### config.mk
export PLATFORM = sky130hd
export DESIGN_NAME = integer_alu_div_pow_flat
export DESIGN_NICKNAME = d
export VERILOG_FILES = /design/src/rtl/iad_pkg.sv /design/src/rtl/iad_req_if.sv /design/src/rtl/iad_rsp_if.sv /design/src/rtl/integer_alu_div_pow.sv /design/src/flat_wrapper.sv
export SDC_FILE = /design/constraint.sdc
export NUM_CORES = 2
export LEC_CHECK = 0
export BUFFER_PORTS_ARGS = -buffer_cell sky130_fd_sc_hd__buf_4
export CORE_MARGIN = 2
export CORE_UTILIZATION = 45
export CTS_CLUSTER_DIAMETER = 30
export CTS_CLUSTER_SIZE = 12
export DETAILED_ROUTE_END_ITERATION = 8
export RECOVER_POWER = 100
export SLEW_MARGIN = 20
export SYNTH_ARGS = -nofsm -noshare
export SYNTH_HDL_FRONTEND = slang
export SYNTH_SLANG_ARGS = --single-unit
### constraint.sdc
create_clock -name i_clk -period 13.35 [get_ports i_clk]
set_input_delay 1.335 -clock i_clk [delete_from_list [all_inputs] [get_ports i_clk]]
set_output_delay 1.335 -clock i_clk [all_outputs]
set_load 0.02 [all_outputs]
### src/rtl/iad_pkg.sv
`timescale 1ns / 1ps
// ----------------------------------------------------------------------------
// iad_pkg: shared types and constants of the integer calculator
// Field widths, operation codes, status codes and sequencer states.
// ----------------------------------------------------------------------------
package iad_pkg;

    localparam int DataW    = 32;
    localparam int KindW    = 8;
    localparam int OperandW = 31;
    localparam int ResultW  = 32;
    localparam int StatusW  = 2;
    localparam int OpW      = (DataW > OperandW) ? DataW : OperandW;
    localparam int CntW     = $clog2(OpW);
    localparam int PowSteps = OperandW;

    localparam logic [KindW-1:0] OPC_ADD = 8'h2B;
    localparam logic [KindW-1:0] OPC_SUB = 8'h2D;
    localparam logic [KindW-1:0] OPC_DIV = 8'h2F;
    localparam logic [KindW-1:0] OPC_MUL = 8'h78;
    localparam logic [KindW-1:0] OPC_POW = 8'h5E;

    typedef enum logic [StatusW-1:0] {
        STAT_OK      = 2'd0,
        STAT_DIV0    = 2'd1,
        STAT_UNKNOWN = 2'd2
    } t_status;

    typedef enum logic [2:0] {
        ST_IDLE,
        ST_EXEC,
        ST_DIV,
        ST_POW,
        ST_DONE
    } t_state;

    function automatic logic [DataW-1:0] to_dw(input logic [OperandW-1:0] v);
        logic [63:0] w;
        w = 64'(v);
        return w[DataW-1:0];
    endfunction

    function automatic logic [ResultW-1:0] to_res(input logic [DataW-1:0] v);
        logic [63:0] w;
        w = 64'(v);
        return w[ResultW-1:0];
    endfunction

endpackage

### src/rtl/iad_req_if.sv
`timescale 1ns / 1ps
// ----------------------------------------------------------------------------
// iad_req_if: request channel
// Valid/ready channel carrying the operation code and both operands.
// ----------------------------------------------------------------------------
interface iad_req_if;

    logic                          valid;
    logic                          ready;
    logic [iad_pkg::KindW-1:0]     kind;
    logic [iad_pkg::OperandW-1:0]  first_operand;
    logic [iad_pkg::OperandW-1:0]  second_operand;

    modport source (output valid, output kind, output first_operand,
                    output second_operand, input ready);
    modport sink   (input valid, input kind, input first_operand,
                    input second_operand, output ready);

endinterface

### src/rtl/iad_rsp_if.sv
`timescale 1ns / 1ps
// ----------------------------------------------------------------------------
// iad_rsp_if: response channel
// Valid/ready channel carrying the result value and the status code.
// ----------------------------------------------------------------------------
interface iad_rsp_if;

    logic                               valid;
    logic                               ready;
    logic signed [iad_pkg::ResultW-1:0] result_value;
    logic [iad_pkg::StatusW-1:0]        status;

    modport source (output valid, output result_value, output status, input ready);
    modport sink   (input valid, input result_value, input status, output ready);

endinterface

### src/rtl/integer_alu_div_pow.sv
`timescale 1ns / 1ps
// ----------------------------------------------------------------------------
// integer_alu_div_pow: sequential integer calculator
// Add, subtract, multiply, restoring divide and square-and-multiply power
// on one shared multiplier and one shared adder/subtractor.
// ----------------------------------------------------------------------------
// Path to result valid: add/sub/mul pass ST_EXEC, divide loops in ST_DIV,
// power in ST_POW; divide by zero and unknown codes go straight to ST_DONE.
// Throughput: one item at a time; the divide loop (one bit per cycle) and
// the power loop (two multiplies per exponent bit) set the interval.
// A finished result waits in the output register while the next item runs.
// Reset (synchronous, active low) returns the sequencer to idle, drops out.
// ----------------------------------------------------------------------------
module integer_alu_div_pow (
    input  logic     i_clk,
    input  logic     i_rst_n,
    iad_req_if.sink   i_req,
    iad_rsp_if.source o_rsp
);

    localparam int DW = iad_pkg::DataW;

    iad_pkg::t_state               r_state,  n_state;
    logic [iad_pkg::KindW-1:0]     r_kind,   n_kind;
    logic [DW-1:0]                 r_a,      n_a;
    logic [iad_pkg::OpW-1:0]       r_b,      n_b;
    logic [DW-1:0]                 r_acc,    n_acc;
    logic [iad_pkg::CntW-1:0]      r_cnt,    n_cnt;
    logic                          r_phase,  n_phase;
    iad_pkg::t_status              r_stat,   n_stat;

    logic                          r_out_valid;
    logic [iad_pkg::ResultW-1:0]   r_out_value;
    iad_pkg::t_status              r_out_status;

    logic                          req_xfer;
    logic                          out_free;
    logic [DW-1:0]                 a_in;
    logic [DW-1:0]                 b_in;

    logic [DW-1:0]                 mul_x, mul_y;
    logic [2*DW-1:0]               mul_p;
    logic [DW:0]                   add_x, add_y, add_s;
    logic                          add_sub;
    logic                          trial_neg;

    assign req_xfer = i_req.valid && i_req.ready;
    assign out_free = !r_out_valid || o_rsp.ready;
    assign a_in     = iad_pkg::to_dw(i_req.first_operand);
    assign b_in     = iad_pkg::to_dw(i_req.second_operand);

    assign i_req.ready        = (r_state == iad_pkg::ST_IDLE);
    assign o_rsp.valid        = r_out_valid;
    assign o_rsp.result_value = r_out_value;
    assign o_rsp.status       = r_out_status;

    // shared arithmetic
    assign mul_p     = (2*DW)'(mul_x) * (2*DW)'(mul_y);
    assign add_s     = add_x + (add_sub ? ~add_y : add_y) + (DW+1)'(add_sub);
    assign trial_neg = add_s[DW];

    always_comb begin
        mul_x   = r_a;
        mul_y   = r_b[DW-1:0];
        add_x   = {1'b0, r_a};
        add_y   = {1'b0, r_b[DW-1:0]};
        add_sub = (r_kind == iad_pkg::OPC_SUB);
        unique case (r_state)
            iad_pkg::ST_DIV: begin
                add_x   = {r_acc, r_a[DW-1]};
                add_sub = 1'b1;
            end
            iad_pkg::ST_POW: begin
                if (!r_phase) begin
                    mul_x = r_acc;
                    mul_y = r_a;
                end else begin
                    mul_x = r_a;
                    mul_y = r_a;
                end
            end
            default: begin
            end
        endcase
    end

    // next state
    always_comb begin
        n_state = r_state;
        unique case (r_state)
            iad_pkg::ST_IDLE: begin
                if (req_xfer) begin
                    unique case (i_req.kind) inside
                        iad_pkg::OPC_ADD, iad_pkg::OPC_SUB,
                        iad_pkg::OPC_MUL: n_state = iad_pkg::ST_EXEC;
                        iad_pkg::OPC_DIV: n_state = (b_in == '0) ? iad_pkg::ST_DONE
                                                                 : iad_pkg::ST_DIV;
                        iad_pkg::OPC_POW: n_state = iad_pkg::ST_POW;
                        default:          n_state = iad_pkg::ST_DONE;
                    endcase
                end
            end
            iad_pkg::ST_EXEC: n_state = iad_pkg::ST_DONE;
            iad_pkg::ST_DIV: begin
                if (r_cnt == '0) begin
                    n_state = iad_pkg::ST_DONE;
                end
            end
            iad_pkg::ST_POW: begin
                if (r_phase && r_cnt == '0) begin
                    n_state = iad_pkg::ST_DONE;
                end
            end
            iad_pkg::ST_DONE: begin
                if (out_free) begin
                    n_state = iad_pkg::ST_IDLE;
                end
            end
            default: n_state = iad_pkg::ST_IDLE;
        endcase
    end

    // datapath
    always_comb begin
        n_kind  = r_kind;
        n_a     = r_a;
        n_b     = r_b;
        n_acc   = r_acc;
        n_cnt   = r_cnt;
        n_phase = r_phase;
        n_stat  = r_stat;
        unique case (r_state)
            iad_pkg::ST_IDLE: begin
                if (req_xfer) begin
                    n_kind  = i_req.kind;
                    n_a     = a_in;
                    n_b     = iad_pkg::OpW'(i_req.second_operand);
                    n_acc   = '0;
                    n_phase = 1'b0;
                    n_stat  = iad_pkg::STAT_OK;
                    n_cnt   = iad_pkg::CntW'(DW - 1);
                    unique case (i_req.kind) inside
                        iad_pkg::OPC_ADD, iad_pkg::OPC_SUB, iad_pkg::OPC_MUL: begin
                            n_b = iad_pkg::OpW'(b_in);
                        end
                        iad_pkg::OPC_DIV: begin
                            n_b = iad_pkg::OpW'(b_in);
                            if (b_in == '0) begin
                                n_a    = '0;
                                n_stat = iad_pkg::STAT_DIV0;
                            end
                        end
                        iad_pkg::OPC_POW: begin
                            n_acc = DW'(1);
                            n_cnt = iad_pkg::CntW'(iad_pkg::PowSteps - 1);
                        end
                        default: begin
                            n_stat = iad_pkg::STAT_UNKNOWN;
                        end
                    endcase
                end
            end
            iad_pkg::ST_EXEC: begin
                n_acc = (r_kind == iad_pkg::OPC_MUL) ? mul_p[DW-1:0] : add_s[DW-1:0];
            end
            iad_pkg::ST_DIV: begin
                n_acc = trial_neg ? add_x[DW-1:0] : add_s[DW-1:0];
                n_a   = {r_a[DW-2:0], ~trial_neg};
                n_cnt = r_cnt - 1'b1;
            end
            iad_pkg::ST_POW: begin
                if (!r_phase) begin
                    if (r_b[0]) begin
                        n_acc = mul_p[DW-1:0];
                    end
                end else begin
                    n_a   = mul_p[DW-1:0];
                    n_b   = r_b >> 1;
                    n_cnt = r_cnt - 1'b1;
                end
                n_phase = ~r_phase;
            end
            default: begin
            end
        endcase
    end

    always_ff @(posedge i_clk) begin
        if (!i_rst_n) begin
            r_state <= iad_pkg::ST_IDLE;
        end else begin
            r_state <= n_state;
        end
        r_kind  <= n_kind;
        r_a     <= n_a;
        r_b     <= n_b;
        r_acc   <= n_acc;
        r_cnt   <= n_cnt;
        r_phase <= n_phase;
        r_stat  <= n_stat;
    end

    // output register: load on finish, drop on transfer
    always_ff @(posedge i_clk) begin
        if (!i_rst_n) begin
            r_out_valid <= 1'b0;
        end else if (r_state == iad_pkg::ST_DONE && out_free) begin
            r_out_valid <= 1'b1;
        end else if (o_rsp.ready) begin
            r_out_valid <= 1'b0;
        end
        if (r_state == iad_pkg::ST_DONE && out_free) begin
            r_out_value  <= iad_pkg::to_res((r_kind == iad_pkg::OPC_DIV) ? r_a : r_acc);
            r_out_status <= r_stat;
        end
    end

`ifndef SYNTHESIS
    a_busy_after_xfer: assert property (@(posedge i_clk) disable iff (!i_rst_n)
        req_xfer |=> !i_req.ready)
        else $error("request taken while an item is in work");

    a_error_zero: assert property (@(posedge i_clk) disable iff (!i_rst_n)
        (o_rsp.valid && o_rsp.status != iad_pkg::STAT_OK) |-> (o_rsp.result_value == '0))
        else $error("error status with nonzero result");

    a_div_ends: assert property (@(posedge i_clk) disable iff (!i_rst_n)
        (r_state == iad_pkg::ST_DIV && r_cnt == '0) |=> (r_state == iad_pkg::ST_DONE))
        else $error("divide loop overran");

    a_load_from_done: assert property (@(posedge i_clk) disable iff (!i_rst_n)
        $rose(r_out_valid) |-> $past(r_state == iad_pkg::ST_DONE))
        else $error("result loaded outside finish state");
`endif

endmodule
### src/flat_wrapper.sv
// flat-port wrapper written by rule: the top's interface ports become plain ports
module integer_alu_div_pow_flat 
  (i_clk, i_rst_n, i_req_valid, i_req_kind, i_req_first_operand, i_req_second_operand, i_req_ready, o_rsp_valid, o_rsp_result_value, o_rsp_status, o_rsp_ready);
  iad_req_if i_req_i ();
  iad_rsp_if o_rsp_i ();
  input  logic i_clk;
  input  logic i_rst_n;
  input wire logic [$bits(i_req_i.valid)-1:0] i_req_valid;
  input wire logic [$bits(i_req_i.kind)-1:0] i_req_kind;
  input wire logic [$bits(i_req_i.first_operand)-1:0] i_req_first_operand;
  input wire logic [$bits(i_req_i.second_operand)-1:0] i_req_second_operand;
  output wire logic [$bits(i_req_i.ready)-1:0] i_req_ready;
  output wire logic [$bits(o_rsp_i.valid)-1:0] o_rsp_valid;
  output wire logic [$bits(o_rsp_i.result_value)-1:0] o_rsp_result_value;
  output wire logic [$bits(o_rsp_i.status)-1:0] o_rsp_status;
  input wire logic [$bits(o_rsp_i.ready)-1:0] o_rsp_ready;
  assign i_req_i.valid = i_req_valid;
  assign i_req_i.kind = i_req_kind;
  assign i_req_i.first_operand = i_req_first_operand;
  assign i_req_i.second_operand = i_req_second_operand;
  assign i_req_ready = i_req_i.ready;
  assign o_rsp_valid = o_rsp_i.valid;
  assign o_rsp_result_value = o_rsp_i.result_value;
  assign o_rsp_status = o_rsp_i.status;
  assign o_rsp_i.ready = o_rsp_ready;
  integer_alu_div_pow u_core (.i_clk(i_clk), .i_rst_n(i_rst_n), .i_req(i_req_i), .o_rsp(o_rsp_i));
endmodule
==> impl_metrics.csv <==
group,metric,value,unit
timing,final_hold_viol_count,0,
timing,achievable-frequency,89.38,MHz
global_routing,initial_antenna_violation_count,1,
drt,firstDrtPassIters,6,
clock_network,numCtsBuffers,17,
flow_run,cap_viol_max_count,11,
final_layout,seq_area,4434,sq um
timing,rsz_0062_raised_after_global_routing,"false",
worst_setup_path,cp_max_fo,37,
final_layout,area.growth.synth_to_final,8.638,%
synthesis,synthesis.area_per_instance,9.441,sq um
global_routing,first_global_vias,21641,
synthesis,synth_top_cell_area_share,0.3219,
synthesis,post-synth-top-count-cell,"sky130_fd_sc_hd__fa_1",
die,placement_rows,87,
clock_network,worst_setup_hold_path_clk_slew,0.07,ns
worst_setup_path,arr_time_crit_path,11.41,ns
timing,relSlewSlack,-0.9066,
drt,ant_nets,0,
final_layout,finalNonFillerCells,3535,
placement,gp_congestion,1.022,
synthesis,synthFlopType,"sky130_fd_sc_hd__edfxtp_1",
synthesis,post_synth_instance_area,25430,sq um
drt,initialDrtViolationCount,1950,
clock_network,cts.root.buffer_cell,"sky130_fd_sc_hd__clkbuf_16",
final_layout,n_antenna_cell,0,
worst_setup_path,critPathRequiredTime,13.57,ns
die,dieWidth,241.7,um
clock_network,cts_max_level,4,
worst_setup_path,timing.critical_path.to_type,"flop",
final_layout,drive_gt1_frac,0.09752,
clock_network,postCtsSetupRepairBufs,0,
clock_network,cts.sinks,149,
drt,detailroute.via_count,20559,
drt,wl_per_cell,25.55,um
synthesis,synthDistinctLibCells,65,
final_layout,num-nets-final,3404,
drt,viasPerCell,5.816,
placement,dpl.hpwl,68.83,mm
die,start_util,0.4528,
die,design.die.area,58440,sq um
global_routing,grt.overflow.total,0,
timing,min_period_over_period,0.8381,
synthesis,cell_type_with_the_highest_aggregate_area_in_the_netlist,"sky130_fd_sc_hd__fa_1",
die,die-height,241.7,um
worst_setup_path,crit_path_start_kind,"flop",
synthesis,netlist_top_cells_count,"sky130_fd_sc_hd__fa_1, sky130_fd_sc_hd__inv_1, sky130_fd_sc_hd__nor2_1, sky130_fd_sc_hd__nand2_1, sky130_fd_sc_hd__ha_1",
drt,wl,90.34,mm
clock_network,insertion_delay,0.47,ns
synthesis,postSynthCellCount,2694,
global_routing,wire_length_of_the_first_global_routing_pass,136.2,mm
synthesis,async_reset_ff_frac,0,
synthesis,synth-seq-cells,149,
placement,place.detailed.instances,3502,
timing,final-setup-viol-count,0,
drt,drt_drc_violations_left,0,
synthesis,yosys_warning_count,0,
run_status,outcome,"finished with violations",
global_routing,grt_util_all_layers,0.3140,
timing,setup-tns-final,0,ns
worst_hold_path,worst_hold_path_type,"flop to flop",
clock_network,cts_hold_repair.buffers,0,
final_layout,fillerInstances,5375,
clock_network,tritoncts,"built",
timing,timing_worst_slew_pin_value,2.860,ns
final_layout,multi_input_comb_area,19120,sq um
timing,timing.clock.skew,0.01553,ns
timing,final_period_minus_worst_setup_slack,11.19,ns
clock_network,cts-root-to-sink-buffers,2,
synthesis,post_synth_edffs,145,
synthesis,synth_area_leaders,"sky130_fd_sc_hd__fa_1, sky130_fd_sc_hd__edfxtp_1, sky130_fd_sc_hd__ha_1",
placement,numPortBuffers,109,
run_status,failed_checks,"max-capacitance violations, max-slew violations",
die,coreArea,56170,sq um
synthesis,synth_seq_area_share,0.1743,
die,number_of_top_level_pins,110,
global_routing,grt_start_max_net_pins,60,
synthesis,post_synthesis_net_count,3332,
worst_setup_path,critPathKind,"flop to flop",
clock_network,post_cts.resized_instances,0,
timing,drv_slew,265,
state kept, by name, indices dropped and copies added (netlist names), 2 cells and up:
name                       count
u_core.r_b                    31
u_core.o_rsp.result_value     32
u_core.r_kind                  8
u_core.o_rsp.status            2
u_core.r_stat                  2
u_core.r_a                    32
u_core.r_state                 3
u_core.r_cnt                   5
u_core.r_acc                  32
cells in the final DEF, fill, tap and decap left out, drive strengths merged, types with 5 or more instances in the layout:
cell and count:
nor2 389, o21ai 47, nand2 311, a31oi 11, o22ai 45, xnor2 119
a21o 25, xor2 26, clkbuf 71, or2 16, a211oi 11, nand2b 25
edfxtp 145, a21oi 49, inv 412, nand3 11, o211ai 5, and2 6
nor4 9, clkinv 7, fa 409, nand3b 5, ha 155, a22oi 12
a211o 6, o21a 16, nand4 11, buf 108, mux2 107, nor2b 13
and3 6, mux2i 120, o21bai 5, nor3 19
cells by family (layout without fill, tap and decap cells):
family | Yosys count | after routing | synth area share
AOI/OAI and AO/OA | 261 | 261 | 0.06681
adders and majority gates | 564 | 564 | 0.3982
buffers and inverters | 514 | 599 | 0.07822
muxes | 227 | 227 | 0.09534
DFF | 149 | 149 | 0.1743
xor gates and xnor gates | 146 | 146 | 0.05082
and+or+nand+nor | 833 | 833 | 0.1363
critical path, stage by stage (launching register included):
cell	delay, ns
sky130_fd_sc_hd__dfxtp_1	0.41
sky130_fd_sc_hd__clkbuf_1	2.05
sky130_fd_sc_hd__inv_1	0.98
sky130_fd_sc_hd__nand2_1	1.10
sky130_fd_sc_hd__buf_4	0.52
sky130_fd_sc_hd__nand2_1	0.09
sky130_fd_sc_hd__nand2_1	0.09
sky130_fd_sc_hd__ha_1	0.32
sky130_fd_sc_hd__a211o_1	0.32
sky130_fd_sc_hd__a211o_1	0.25
sky130_fd_sc_hd__o21ai_0	0.32
sky130_fd_sc_hd__nand4_1	0.13
sky130_fd_sc_hd__a21oi_1	0.29
sky130_fd_sc_hd__a21oi_1	0.13
sky130_fd_sc_hd__xnor2_1	1.62
sky130_fd_sc_hd__clkbuf_1	1.18
sky130_fd_sc_hd__nor2_1	0.52
sky130_fd_sc_hd__a222oi_1	0.47
sky130_fd_sc_hd__inv_1	0.08
worst paths after layout:
| path | start | end | slack, ns | depth (start not counted) |
|---|---|---|---|---|
| worst max-delay path | u_core.r_state[0]$_SDFFE_PN0P_ | u_core.r_acc[31]$_DFFE_PP_ | 2.16 | 18 |
| worst min-delay path | u_core.r_stat[0]$_DFFE_PP_ | u_core.o_rsp.status[0]$_DFFE_PP_ | 0.42 | 0 |
| worst max register to register | u_core.r_state[0]$_SDFFE_PN0P_ | u_core.r_acc[31]$_DFFE_PP_ | 2.16 | 18 |
| worst min register to register | u_core.r_stat[0]$_DFFE_PP_ | u_core.o_rsp.status[0]$_DFFE_PP_ | 0.42 | 0 |
through the flow:
step | setup WS (ns) | instance area [sq um] | hold WS [ns] | utilization
detailed placement | 3.735 | 27300 | 0.4144 | 0.4860
global placement | 3.886 | 27300 | 0.4181 | 0.4860
finish | 2.161 | 27630 | 0.4232 | 0.4919
floorplan | 4.436 | 25430 | 0.4003 | -
global route | 1.741 | 27630 | 0.4519 | 0.4919
CTS | 3.715 | 27890 | 0.4278 | 0.4965
routing by layer:
metal / GRT usage / part of all wire / up-vias / wire (um)
li1: - / - / 8812 / -
met1: 0.4190 / 0.40 / 10409 / 36460
met3: 0.07580 / 0.10 / 235 / 9005
met2: 0.4809 / 0.44 / 1103 / 39870
met5: 0 / 0 / - / 0
met4: 0.1516 / 0.055 / 0 / 4998
cell type report:
type / instances / share of cell area
Timing Repair Buffer: 162 / 0.03713
Clock inverter: 15 / 0.005887
Clock buffer: 17 / 0.01540
Multi-Input combinational cell: 2031 / 0.6919
Sequential cell: 149 / 0.1605
Tap cell: 756 / 0.03423
Inverter: 405 / 0.05502
Power is not shown: default switching activity piles up to over one toggle a cycle in this logic, so the estimate is an artifact.
